$ cat src/rtl/tsoq_pkg.sv
// ----------------------------------------------------------------------------
// Request queue package
// Entry layout, per-cycle cell control and result codes.
// ----------------------------------------------------------------------------
package tsoq_pkg;

    localparam int STAMP_W = 15;
    localparam int PROC_W  = 7;
    localparam int ID_W    = 8;

    localparam logic [ID_W-1:0] NO_ID = 8'hFF;

    localparam logic ACT_PUSH = 1'b0;
    localparam logic ACT_POP  = 1'b1;

    typedef struct packed {
        logic [STAMP_W-1:0] stamp;
        logic [PROC_W-1:0]  proc;
    } entry_t;

    // broadcast to every cell on a transfer
    typedef struct packed {
        logic push;
        logic pop;
    } cell_ctrl_t;

endpackage

$ cat src/rtl/timestamp_ordered_request_queue.sv
// ----------------------------------------------------------------------------
// Timestamp ordered request queue
// Sorted queue of (stamp, id) requests built as a row of shifting cells.
// ----------------------------------------------------------------------------
//  channel | handshake            | payload
//  --------+----------------------+---------------------------------------
//  in      | in_valid / in_ready  | action, proc_id, stamp
//  out     | out_valid / out_ready| popped_id, head_id, empty_res, overflow
//
// One item per cycle while in_ready is high: all cells compare with the new key in
// parallel, the row shifts in the transfer cycle, the result shows in the next.
// A new transfer is taken whenever the result register is empty or draining.
// Reset clears the fill count and the result valid; cell contents are left as is.
// head_id/empty_res follow the cell row, which only moves on an input transfer.
// ----------------------------------------------------------------------------
module timestamp_ordered_request_queue #(
    parameter int CAPACITY = 16
) (
    input  logic                         clk,
    input  logic                         rst_n,
    input  logic                         in_valid,
    output logic                         in_ready,
    input  logic                         action,
    input  logic [tsoq_pkg::PROC_W-1:0]  proc_id,
    input  logic [tsoq_pkg::STAMP_W-1:0] stamp,
    output logic                         out_valid,
    input  logic                         out_ready,
    output logic signed [tsoq_pkg::ID_W-1:0] popped_id,
    output logic signed [tsoq_pkg::ID_W-1:0] head_id,
    output logic                         empty_res,
    output logic                         overflow
);
    import tsoq_pkg::*;

    localparam int CNT_W = $clog2(CAPACITY + 1);

    logic [CNT_W-1:0] count_reg;
    logic [CNT_W-1:0] count_next;
    logic             out_valid_reg;
    logic             out_valid_next;
    logic [ID_W-1:0]  popped_reg;
    logic [ID_W-1:0]  popped_next;
    logic             overflow_reg;
    logic             overflow_next;

    logic        xfer;
    logic        full;
    logic        empty;
    cell_ctrl_t  ctrl;
    entry_t      req_key;
    entry_t      cell_entry [CAPACITY];
    logic        cell_go    [CAPACITY];

    assign in_ready  = !out_valid_reg || out_ready;
    assign xfer      = in_valid && in_ready;
    assign full      = (count_reg == CNT_W'(CAPACITY));
    assign empty     = (count_reg == '0);
    assign req_key   = '{stamp: stamp, proc: proc_id};

    assign ctrl.push = xfer && (action == ACT_PUSH) && !full;
    assign ctrl.pop  = xfer && (action == ACT_POP) && !empty;

    for (genvar k = 0; k < CAPACITY; k++)
    begin : g_cell
        entry_t left_e;
        entry_t right_e;
        logic   left_g;

        if (k == 0)
        begin : g_first
            assign left_e = req_key;
            assign left_g = 1'b0;
        end
        else
        begin : g_mid
            assign left_e = cell_entry[k-1];
            assign left_g = cell_go[k-1];
        end

        if (k == CAPACITY - 1)
        begin : g_last
            assign right_e = cell_entry[k];
        end
        else
        begin : g_inner
            assign right_e = cell_entry[k+1];
        end

        tsoq_cell u_cell (
            .clk         (clk),
            .ctrl        (ctrl),
            .req_key     (req_key),
            .valid       (count_reg > CNT_W'(k)),
            .left_entry  (left_e),
            .left_go     (left_g),
            .right_entry (right_e),
            .entry       (cell_entry[k]),
            .go          (cell_go[k])
        );
    end

    always_comb
    begin
        count_next     = count_reg;
        out_valid_next = out_valid_reg;
        popped_next    = popped_reg;
        overflow_next  = overflow_reg;
        if (ctrl.push)
        begin
            count_next = count_reg + 1'b1;
        end
        else if (ctrl.pop)
        begin
            count_next = count_reg - 1'b1;
        end
        if (xfer)
        begin
            out_valid_next = 1'b1;
            popped_next    = ctrl.pop ? {1'b0, cell_entry[0].proc} : NO_ID;
            overflow_next  = (action == ACT_PUSH) && full;
        end
        else if (out_ready)
        begin
            out_valid_next = 1'b0;
        end
    end

    always_ff @(posedge clk or negedge rst_n)
    begin
        if (!rst_n)
        begin
            count_reg     <= '0;
            out_valid_reg <= 1'b0;
        end
        else
        begin
            count_reg     <= count_next;
            out_valid_reg <= out_valid_next;
        end
    end

    always_ff @(posedge clk)
    begin
        popped_reg   <= popped_next;
        overflow_reg <= overflow_next;
    end

    assign out_valid = out_valid_reg;
    assign popped_id = popped_reg;
    assign overflow  = overflow_reg;
    assign empty_res = empty;
    assign head_id   = empty ? NO_ID : {1'b0, cell_entry[0].proc};

endmodule

$ cat src/rtl/tsoq_cell.sv
// ----------------------------------------------------------------------------
// Request queue cell
// Holds one entry; on push shifts right past the insert point, on pop left.
// ----------------------------------------------------------------------------
module tsoq_cell (
    input  logic                clk,
    input  tsoq_pkg::cell_ctrl_t ctrl,
    input  tsoq_pkg::entry_t    req_key,
    input  logic                valid,
    input  tsoq_pkg::entry_t    left_entry,
    input  logic                left_go,
    input  tsoq_pkg::entry_t    right_entry,
    output tsoq_pkg::entry_t    entry,
    output logic                go
);
    import tsoq_pkg::*;

    entry_t entry_reg;
    entry_t entry_next;
    logic   ahead;

    // new entry sorts ahead of this one; equal keys stay behind
    assign ahead = (req_key.stamp < entry_reg.stamp) ||
                   ((req_key.stamp == entry_reg.stamp) &&
                    (req_key.proc < entry_reg.proc));

    // empty cells count as "after the new entry", keeping go monotonic
    assign go = !valid || ahead;

    always_comb
    begin
        entry_next = entry_reg;
        if (ctrl.pop)
        begin
            entry_next = right_entry;
        end
        else if (ctrl.push)
        begin
            if (left_go)
            begin
                entry_next = left_entry;
            end
            else if (go)
            begin
                entry_next = req_key;
            end
        end
    end

    always_ff @(posedge clk)
    begin
        entry_reg <= entry_next;
    end

    assign entry = entry_reg;

endmodule

$ cat config.mk
export PLATFORM = sky130hd
export DESIGN_NAME = timestamp_ordered_request_queue
export DESIGN_NICKNAME = d
export VERILOG_FILES = /design/src/rtl/tsoq_pkg.sv /design/src/rtl/timestamp_ordered_request_queue.sv /design/src/rtl/tsoq_cell.sv
export SDC_FILE = /design/constraint.sdc
export NUM_CORES = 1
export LEC_CHECK = 0
export ABC_AREA = 1
export CORE_ASPECT_RATIO = 1.2
export CORE_MARGIN = 8
export CORE_UTILIZATION = 55
export DETAILED_ROUTE_END_ITERATION = 10
export DONT_BUFFER_PORTS = 1
export GPL_TIMING_DRIVEN = 0
export PLACE_DENSITY_LB_ADDON = 0.12
export SETUP_SLACK_MARGIN = 0.2
export SYNTH_ARGS = -nofsm -noshare
export SYNTH_HDL_FRONTEND = slang
export SYNTH_SLANG_ARGS = --single-unit
$ cat constraint.sdc
create_clock -name clk -period 3.5 [get_ports clk]
set_input_delay 0.175 -clock clk [delete_from_list [all_inputs] [get_ports clk]]
set_output_delay 0.175 -clock clk [all_outputs]
set_load 0.01 [all_outputs]
==> results of run 1 <==
synthesized netlist by cell type, types with 9 or more instances:
cell,n
nand2_1,1555
inv_1,552
nand3_1,369
edfxtp_1,361
ha_1,341
nand4_1,313
nor2_1,155
a21oi_1,120
buf_2,105
clkbuf_1,104
o21ai_1,38
o21ai_0,22
a21o_1,15
buf_4,9
per-layer routing:
| metal | up-vias | track usage, % | wire, µm | part of all wire [%] |
|---|---|---|---|---|
| li1 | 13814 | - | - | - |
| met1 | 13152 | 37.23 | 39110 | 36 |
| met2 | 1414 | 56.05 | 49410 | 46 |
| met3 | 479 | 7.252 | 9581 | 8.9 |
| met4 | 2 | 23.58 | 9266 | 8.6 |
| met5 | - | 1.249 | 112 | 0.10 |
final timing paths:
kind / cells after the start / startpoint / to / slack [ns]
min reg2reg: 2 / g_cell[10].u_cell.entry[5]$_DFFE_PP_ / g_cell[9].u_cell.entry[5]$_DFFE_PP_ / 0.55
max reg2reg: 8 / count_reg[0]$_DFFE_PN0P_ / g_cell[1].u_cell.entry[17]$_DFFE_PP_ / 0.22
min: 3 / action / count_reg[4]$_DFFE_PN0P_ / -0.02
max: 8 / count_reg[0]$_DFFE_PN0P_ / g_cell[1].u_cell.entry[17]$_DFFE_PP_ / 0.22
max in group asynchronous: 2 / rst_n / count_reg[2]$_DFFE_PN0P_ / 2.72
min in group asynchronous: 2 / rst_n / out_valid$_DFFE_PN0P_ / 0.49
worst max-delay path: cells and delay by family, from the launching register on:
family        cells  cell delay [ns]
fa+ha+maj         1             0.27
buf+inv           2             0.43
flops             1             0.51
simple gates      5             1.66
logic make-up after synthesis:
logic type	share of synthesized area (%)
AND/OR/NAND/NOR	34.73
buffers and inverters	10.28
flip-flops	36.69
adder cells (fa/ha/maj)	14.24
AO/OA/AOI/OAI	3.943
XOR/XNOR	0.1169
cell type report:
class	instances	share of cell area [%]
multi-input combinational	2970	48.86
sequential	367	33.63
inverter	558	6.418
clock buffer	53	3.538
buffer	218	3.013
tap	712	2.726
timing repair buffer	31	1.034
clock inverter	25	0.7773
through the flow:
step	hold WS, ns	area (µm²)
after floorplan	-0.1206	29960
after global placement	-0.1203	30850
after detailed placement	-0.1203	30920
after CTS	0.04878	32650
after global routing	0.01832	32680
final	-0.01902	32680
timing repair:
action / 4_1_cts / 5_1_grt
resized for setup: 13 / 3
cloned: 0 / 2
setup endpoints to repair: 308 / 155
pin swaps: 1 / 3
hold endpoints to repair: 30 / 0
buffers inserted: 0 / 0
hold buffers: 28 / 0
power breakdown:
group	switching [µW]	internal (µW)	total, µW	leakage [µW]
registers	1280	7890	9160	0.00352
clock network	2000	2710	4710	0.000678
logic	10200	4790	15000	0.0124
total	13500	15400	28800	0.0166
==> results.json, run 1 <==
{
  "syn_area_per_cell_um2": 7.287,
  "seq_area_frac_synth_pct": 36.69,
  "dieWidth_um": 229.0,
  "max_stage_delay_ns": 0.77,
  "pre_cts_ws_ns": -0.2396,
  "dp.cells": 4826,
  "layout_commonest_cell": "nand2_1",
  "synth_largest_area_cell": "edfxtp_1",
  "fin_ws_ns": 0.2242,
  "htreeDepth": 2,
  "num_vias": 28861,
  "antenna_cells": 0,
  "port_buffers": 0,
  "grt_max_degree": 23,
  "yosys.area.top_type_share_pct": 36.19,
  "drive_above_1_share_pct": 5.424,
  "skew_ns": 0.01737,
  "critPathKind": "reg2reg",
  "row_count": 93,
  "drv_slew": 55,
  "synth.distinct_cells": 34,
  "final_util_pct": 60.78,
  "worstPathCellList": "inv_1 > ha_1 > nand4_1 > nand3_2 > nand2_4 > buf_4 > nand2_1 > nand2_1",
  "gr-usage-all-layers_pct": 33.33,
  "worst_pin_slew_ns": 1.578,
  "clkTransAtPathRegs_ns": 0.06,
  "violations": "hold timing, capacitance limit, slew limit",
  "powerDensity_nw_per_um2": 882.7,
  "wl_mm": 107.5,
  "syn2layout_area_growth_pct": 9.080,
  "chipHeight_um": 271.7,
  "async_reset_ff_share_pct": 1.635,
  "syn_nets": 4479,
  "n_fill_cell": 5181,
  "finalCriticalPeriod_ns": 3.276,
  "synth-seq-cells": 367,
  "viasPerCell": 5.849,
  "globalRouteOverflowTotal": 0,
  "core_um2": 53760,
  "nNetsFinal": 4558,
  "synth_ff_type": "edfxtp_1",
  "cts.sinks": 367,
  "status": "finished, violations left",
  "ir_worst_vdd_mv": 0.4340,
  "antenna_found_initial": 1,
  "drc": 0,
  "largest_register_ffs": 352,
  "end_kind": "register",
  "cp-start-kind": "register",
  "crit_top_cell": "nand2_1",
  "dp_hpwl_mm": 76.21,
  "hold_ws_ns": -0.01902,
  "clock_latency_ns": 0.60,
  "worstHoldPathType": "in2reg",
  "tns_ns": 0,
  "clockBufferDepth": 3,
  "stdcell_count": 4934,
  "clk_root_buffer_cell": "clkbuf_16",
  "slew-limit-headroom_pct": -5.230,
  "cts_buffers": 44,
  "grt_pass1_vias": 27431,
  "multiInputGateArea_um2": 15970,
  "min_period_over_period_pct": 93.59,
  "drt_iter0_drc": 2957,
  "synth_area_leaders": "edfxtp_1 36%, nand2_1 19%, ha_1 14%, inv_1 6.9%, nand4_1 6.5%",
  "layout_common_cells": "1546 x nand2_1, 552 x inv_1, 368 x nand3_1, 361 x edfxtp_1, 341 x ha_1",
  "drt_pass1_iterations": 9,
  "netlist_area_um2": 29960,
  "arrival_ns": 3.48,
  "grt_pass1_wl_mm": 158.3,
  "regArea_um2": 10990,
  "critPathSlowestCell": "nand2_1",
  "synth_warnings": 0,
  "synth-edff-count": 361,
  "cp.required_ns": 3.70,
  "p_leak_uw": 0.01663,
  "cts_tree": "yes",
  "power_uw": 28840,
  "setup_viol": 0,
  "gp_congestion": 0.9256,
  "cp_max_fo": 22,
  "wl_per_cell_um": 21.78,
  "initial_utilization_pct": 55.72,
  "io_pins": 47,
  "die_area_um2": 62220,
  "ant_nets": 0,
  "max_cap_violations": 7,
  "rsz0062_at_grt": "yes",
  "hold_viol_final": 1,
  "fmax_mhz": 305.3,
  "synth_cells": 4111
}
No activity file was read; power rests on OpenSTA's default activity.
==> inputs of run 2 (changes only) <==
- CORE_MARGIN: 8 -> 2
- REMOVE_ABC_BUFFERS: default -> 1
==> run 2 against run 1 <==
Net effect:
- the flow now finishes without violations
- register-to-register slack gained 0.08 ns
- design area shrank 0.57%
- via count shrank 1.6%
- largest power group unchanged
==> results.json, run 2 (same netlist as run 1, synthesis figures left out) <==
{
  "htreeDepth": 2,
  "powerDensity_nw_per_um2": 881.4,
  "antenna_found_initial": 2,
  "grt_pass1_wl_mm": 153.9,
  "drive_above_1_share_pct": 4.617,
  "drt_pass1_iterations": 6,
  "antenna_cells": 0,
  "ir_worst_vdd_mv": 0.5161,
  "layout_commonest_cell": "nand2_1",
  "post_dp_cell_area_um2": 30090,
  "rsz0062_at_grt": "yes",
  "arrival_ns": 3.47,
  "drt_iter0_drc": 2782,
  "finalCriticalPeriod_ns": 3.196,
  "nNetsFinal": 4362,
  "drv_slew": 0,
  "regArea_um2": 10990,
  "dp_hpwl_mm": 63.70,
  "cp_max_fo": 23,
  "num_vias": 28400,
  "hold_viol_final": 0,
  "cts_tree": "yes",
  "io_pins": 47,
  "syn2layout_area_growth_pct": 8.462,
  "port_buffers": 0,
  "p_leak_uw": 0.01628,
  "multiInputGateArea_um2": 16540,
  "slew-limit-headroom_pct": 11.72,
  "fmax_mhz": 312.9,
  "wl_per_cell_um": 21.86,
  "clock_latency_ns": 0.61,
  "layout_common_cells": "1530 x nand2_1, 550 x inv_1, 361 x edfxtp_1, 343 x nand3_1, 340 x ha_1",
  "final_area_um2": 32490,
  "max_cap_violations": 0,
  "cp.required_ns": 3.77,
  "grt_max_degree": 128,
  "worst_pin_slew_ns": 1.316,
  "wl_mm": 103.6,
  "clk_root_buffer_cell": "clkbuf_16",
  "stdcell_count": 4741,
  "cp-start-kind": "register",
  "cts_buffers": 43,
  "globalRouteOverflowTotal": 0,
  "dieWidth_um": 217.0,
  "skew_ns": 0.03503,
  "status": "completed",
  "ant_nets": 0,
  "gr-usage-all-layers_pct": 35.93,
  "min_period_over_period_pct": 91.30,
  "n_fill_cell": 5068,
  "row_count": 93,
  "dp.cells": 4613,
  "setup_viol": 0,
  "initial_utilization_pct": 55.72,
  "cts.sinks": 367,
  "largest_register_ffs": 352,
  "clkTransAtPathRegs_ns": 0.06,
  "viasPerCell": 5.990,
  "die_area_um2": 56360,
  "gp_congestion": 0.8941,
  "chipHeight_um": 259.7,
  "worstHoldPathType": "in2reg",
  "drc": 0,
  "grt_pass1_vias": 26532,
  "critPathKind": "reg2reg",
  "core_um2": 53760,
  "end_kind": "register",
  "clockBufferDepth": 3
}
==> run 2: cell types whose count changed in the layout (fill, tap and decap cells not counted), moves of 5 or more <==
cell      delta
buf_16       +5
buf_2      -105
clkbuf_1    -99
nand2_1     -16
nand2_4      +6
nand2_8      +9
nand3_1     -25
nand3_2     +11
nand3_4     +16
o21ai_1      -6
o21ai_4      +7
==> run 2: final cells by class <==
class / count / share of cell area (%)
multi-input combinational: 2976 / 50.90
sequential: 367 / 33.83
inverter: 558 / 6.504
clock buffer: 59 / 3.654
tap: 712 / 2.742
timing repair buffer: 47 / 1.910
clock inverter: 21 / 0.4352
timing repair inverter: 1 / 0.02311
==> run 2: layer usage <==
metal | GRT usage (%) | part of all wire, %
met1 | 42.98 | 37
met2 | 59.97 | 47
met3 | 5.661 | 8.5
met4 | 23.86 | 7.7
met5 | 0 | 0
==> run 2: path summary, 6_finish.rpt <==
kind                                                 startpoint                              endpoint  slack [ns]  cells after the start
max in group asynchronous                                 rst_n              count_reg[2]$_DFFE_PN0P_        2.75                      2
max                         g_cell[5].u_cell.entry[7]$_DFFE_PP_  g_cell[6].u_cell.entry[11]$_DFFE_PP_        0.30                      9
max reg2reg                 g_cell[5].u_cell.entry[7]$_DFFE_PP_  g_cell[6].u_cell.entry[11]$_DFFE_PP_        0.30                      9
min                                                      action              count_reg[4]$_DFFE_PN0P_        0.04                      3
min reg2reg                g_cell[6].u_cell.entry[20]$_DFFE_PP_  g_cell[5].u_cell.entry[20]$_DFFE_PP_        0.55                      2
min in group asynchronous                                 rst_n                 out_valid$_DFFE_PN0P_        0.46                      2
==> run 2: per-stage QoR <==
stage / setup TNS (ns) / worst slack, ns / utilization [%] / total power (µW) / hold WS [ns]
2_1_floorplan: -1800.14 / -3.403 / - / 19090 / -0.1206
3_3_place_gp: -4552.04 / -8.101 / 55.55 / 22860 / -0.1204
3_5_place_dp: -360.14 / -1.551 / 55.96 / 23110 / -0.1204
4_1_cts: 0 / 0.1587 / 59.80 / 27980 / 0.1296
5_1_grt: 0 / 0.1924 / 60.44 / 30920 / 0.05601
6_report: 0 / 0.3043 / 60.44 / 28640 / 0.03540
==> run 2: critical path: stages, from the launching register on <==
cell	delay (ns)
edfxtp_1	0.49
ha_1	0.32
nand2_1	0.05
nor2_1	0.11
nand2_1	0.07
nor2_1	0.36
nand3_4	0.41
nand3_4	0.43
nand2_1	0.31
nand2_8	0.28
==> run 2: timing repair <==
action	CTS	global route
endpoints found under the hold margin	30	0
buffers inserted	3	6
pin swaps	3	6
gates resized for setup	68	42
setup endpoints to repair	450	367
hold buffers	28	0
cloned	6	5
==> run 2: where the power goes <==
| group | leakage, µW | internal (µW) | switching, µW |
|---|---|---|---|
| clock | 0.000652 | 2460 | 2020 |
| sequential | 0.00352 | 7860 | 1290 |
| combinational | 0.0121 | 4650 | 10400 |
| total | 0.0163 | 15000 | 13700 |
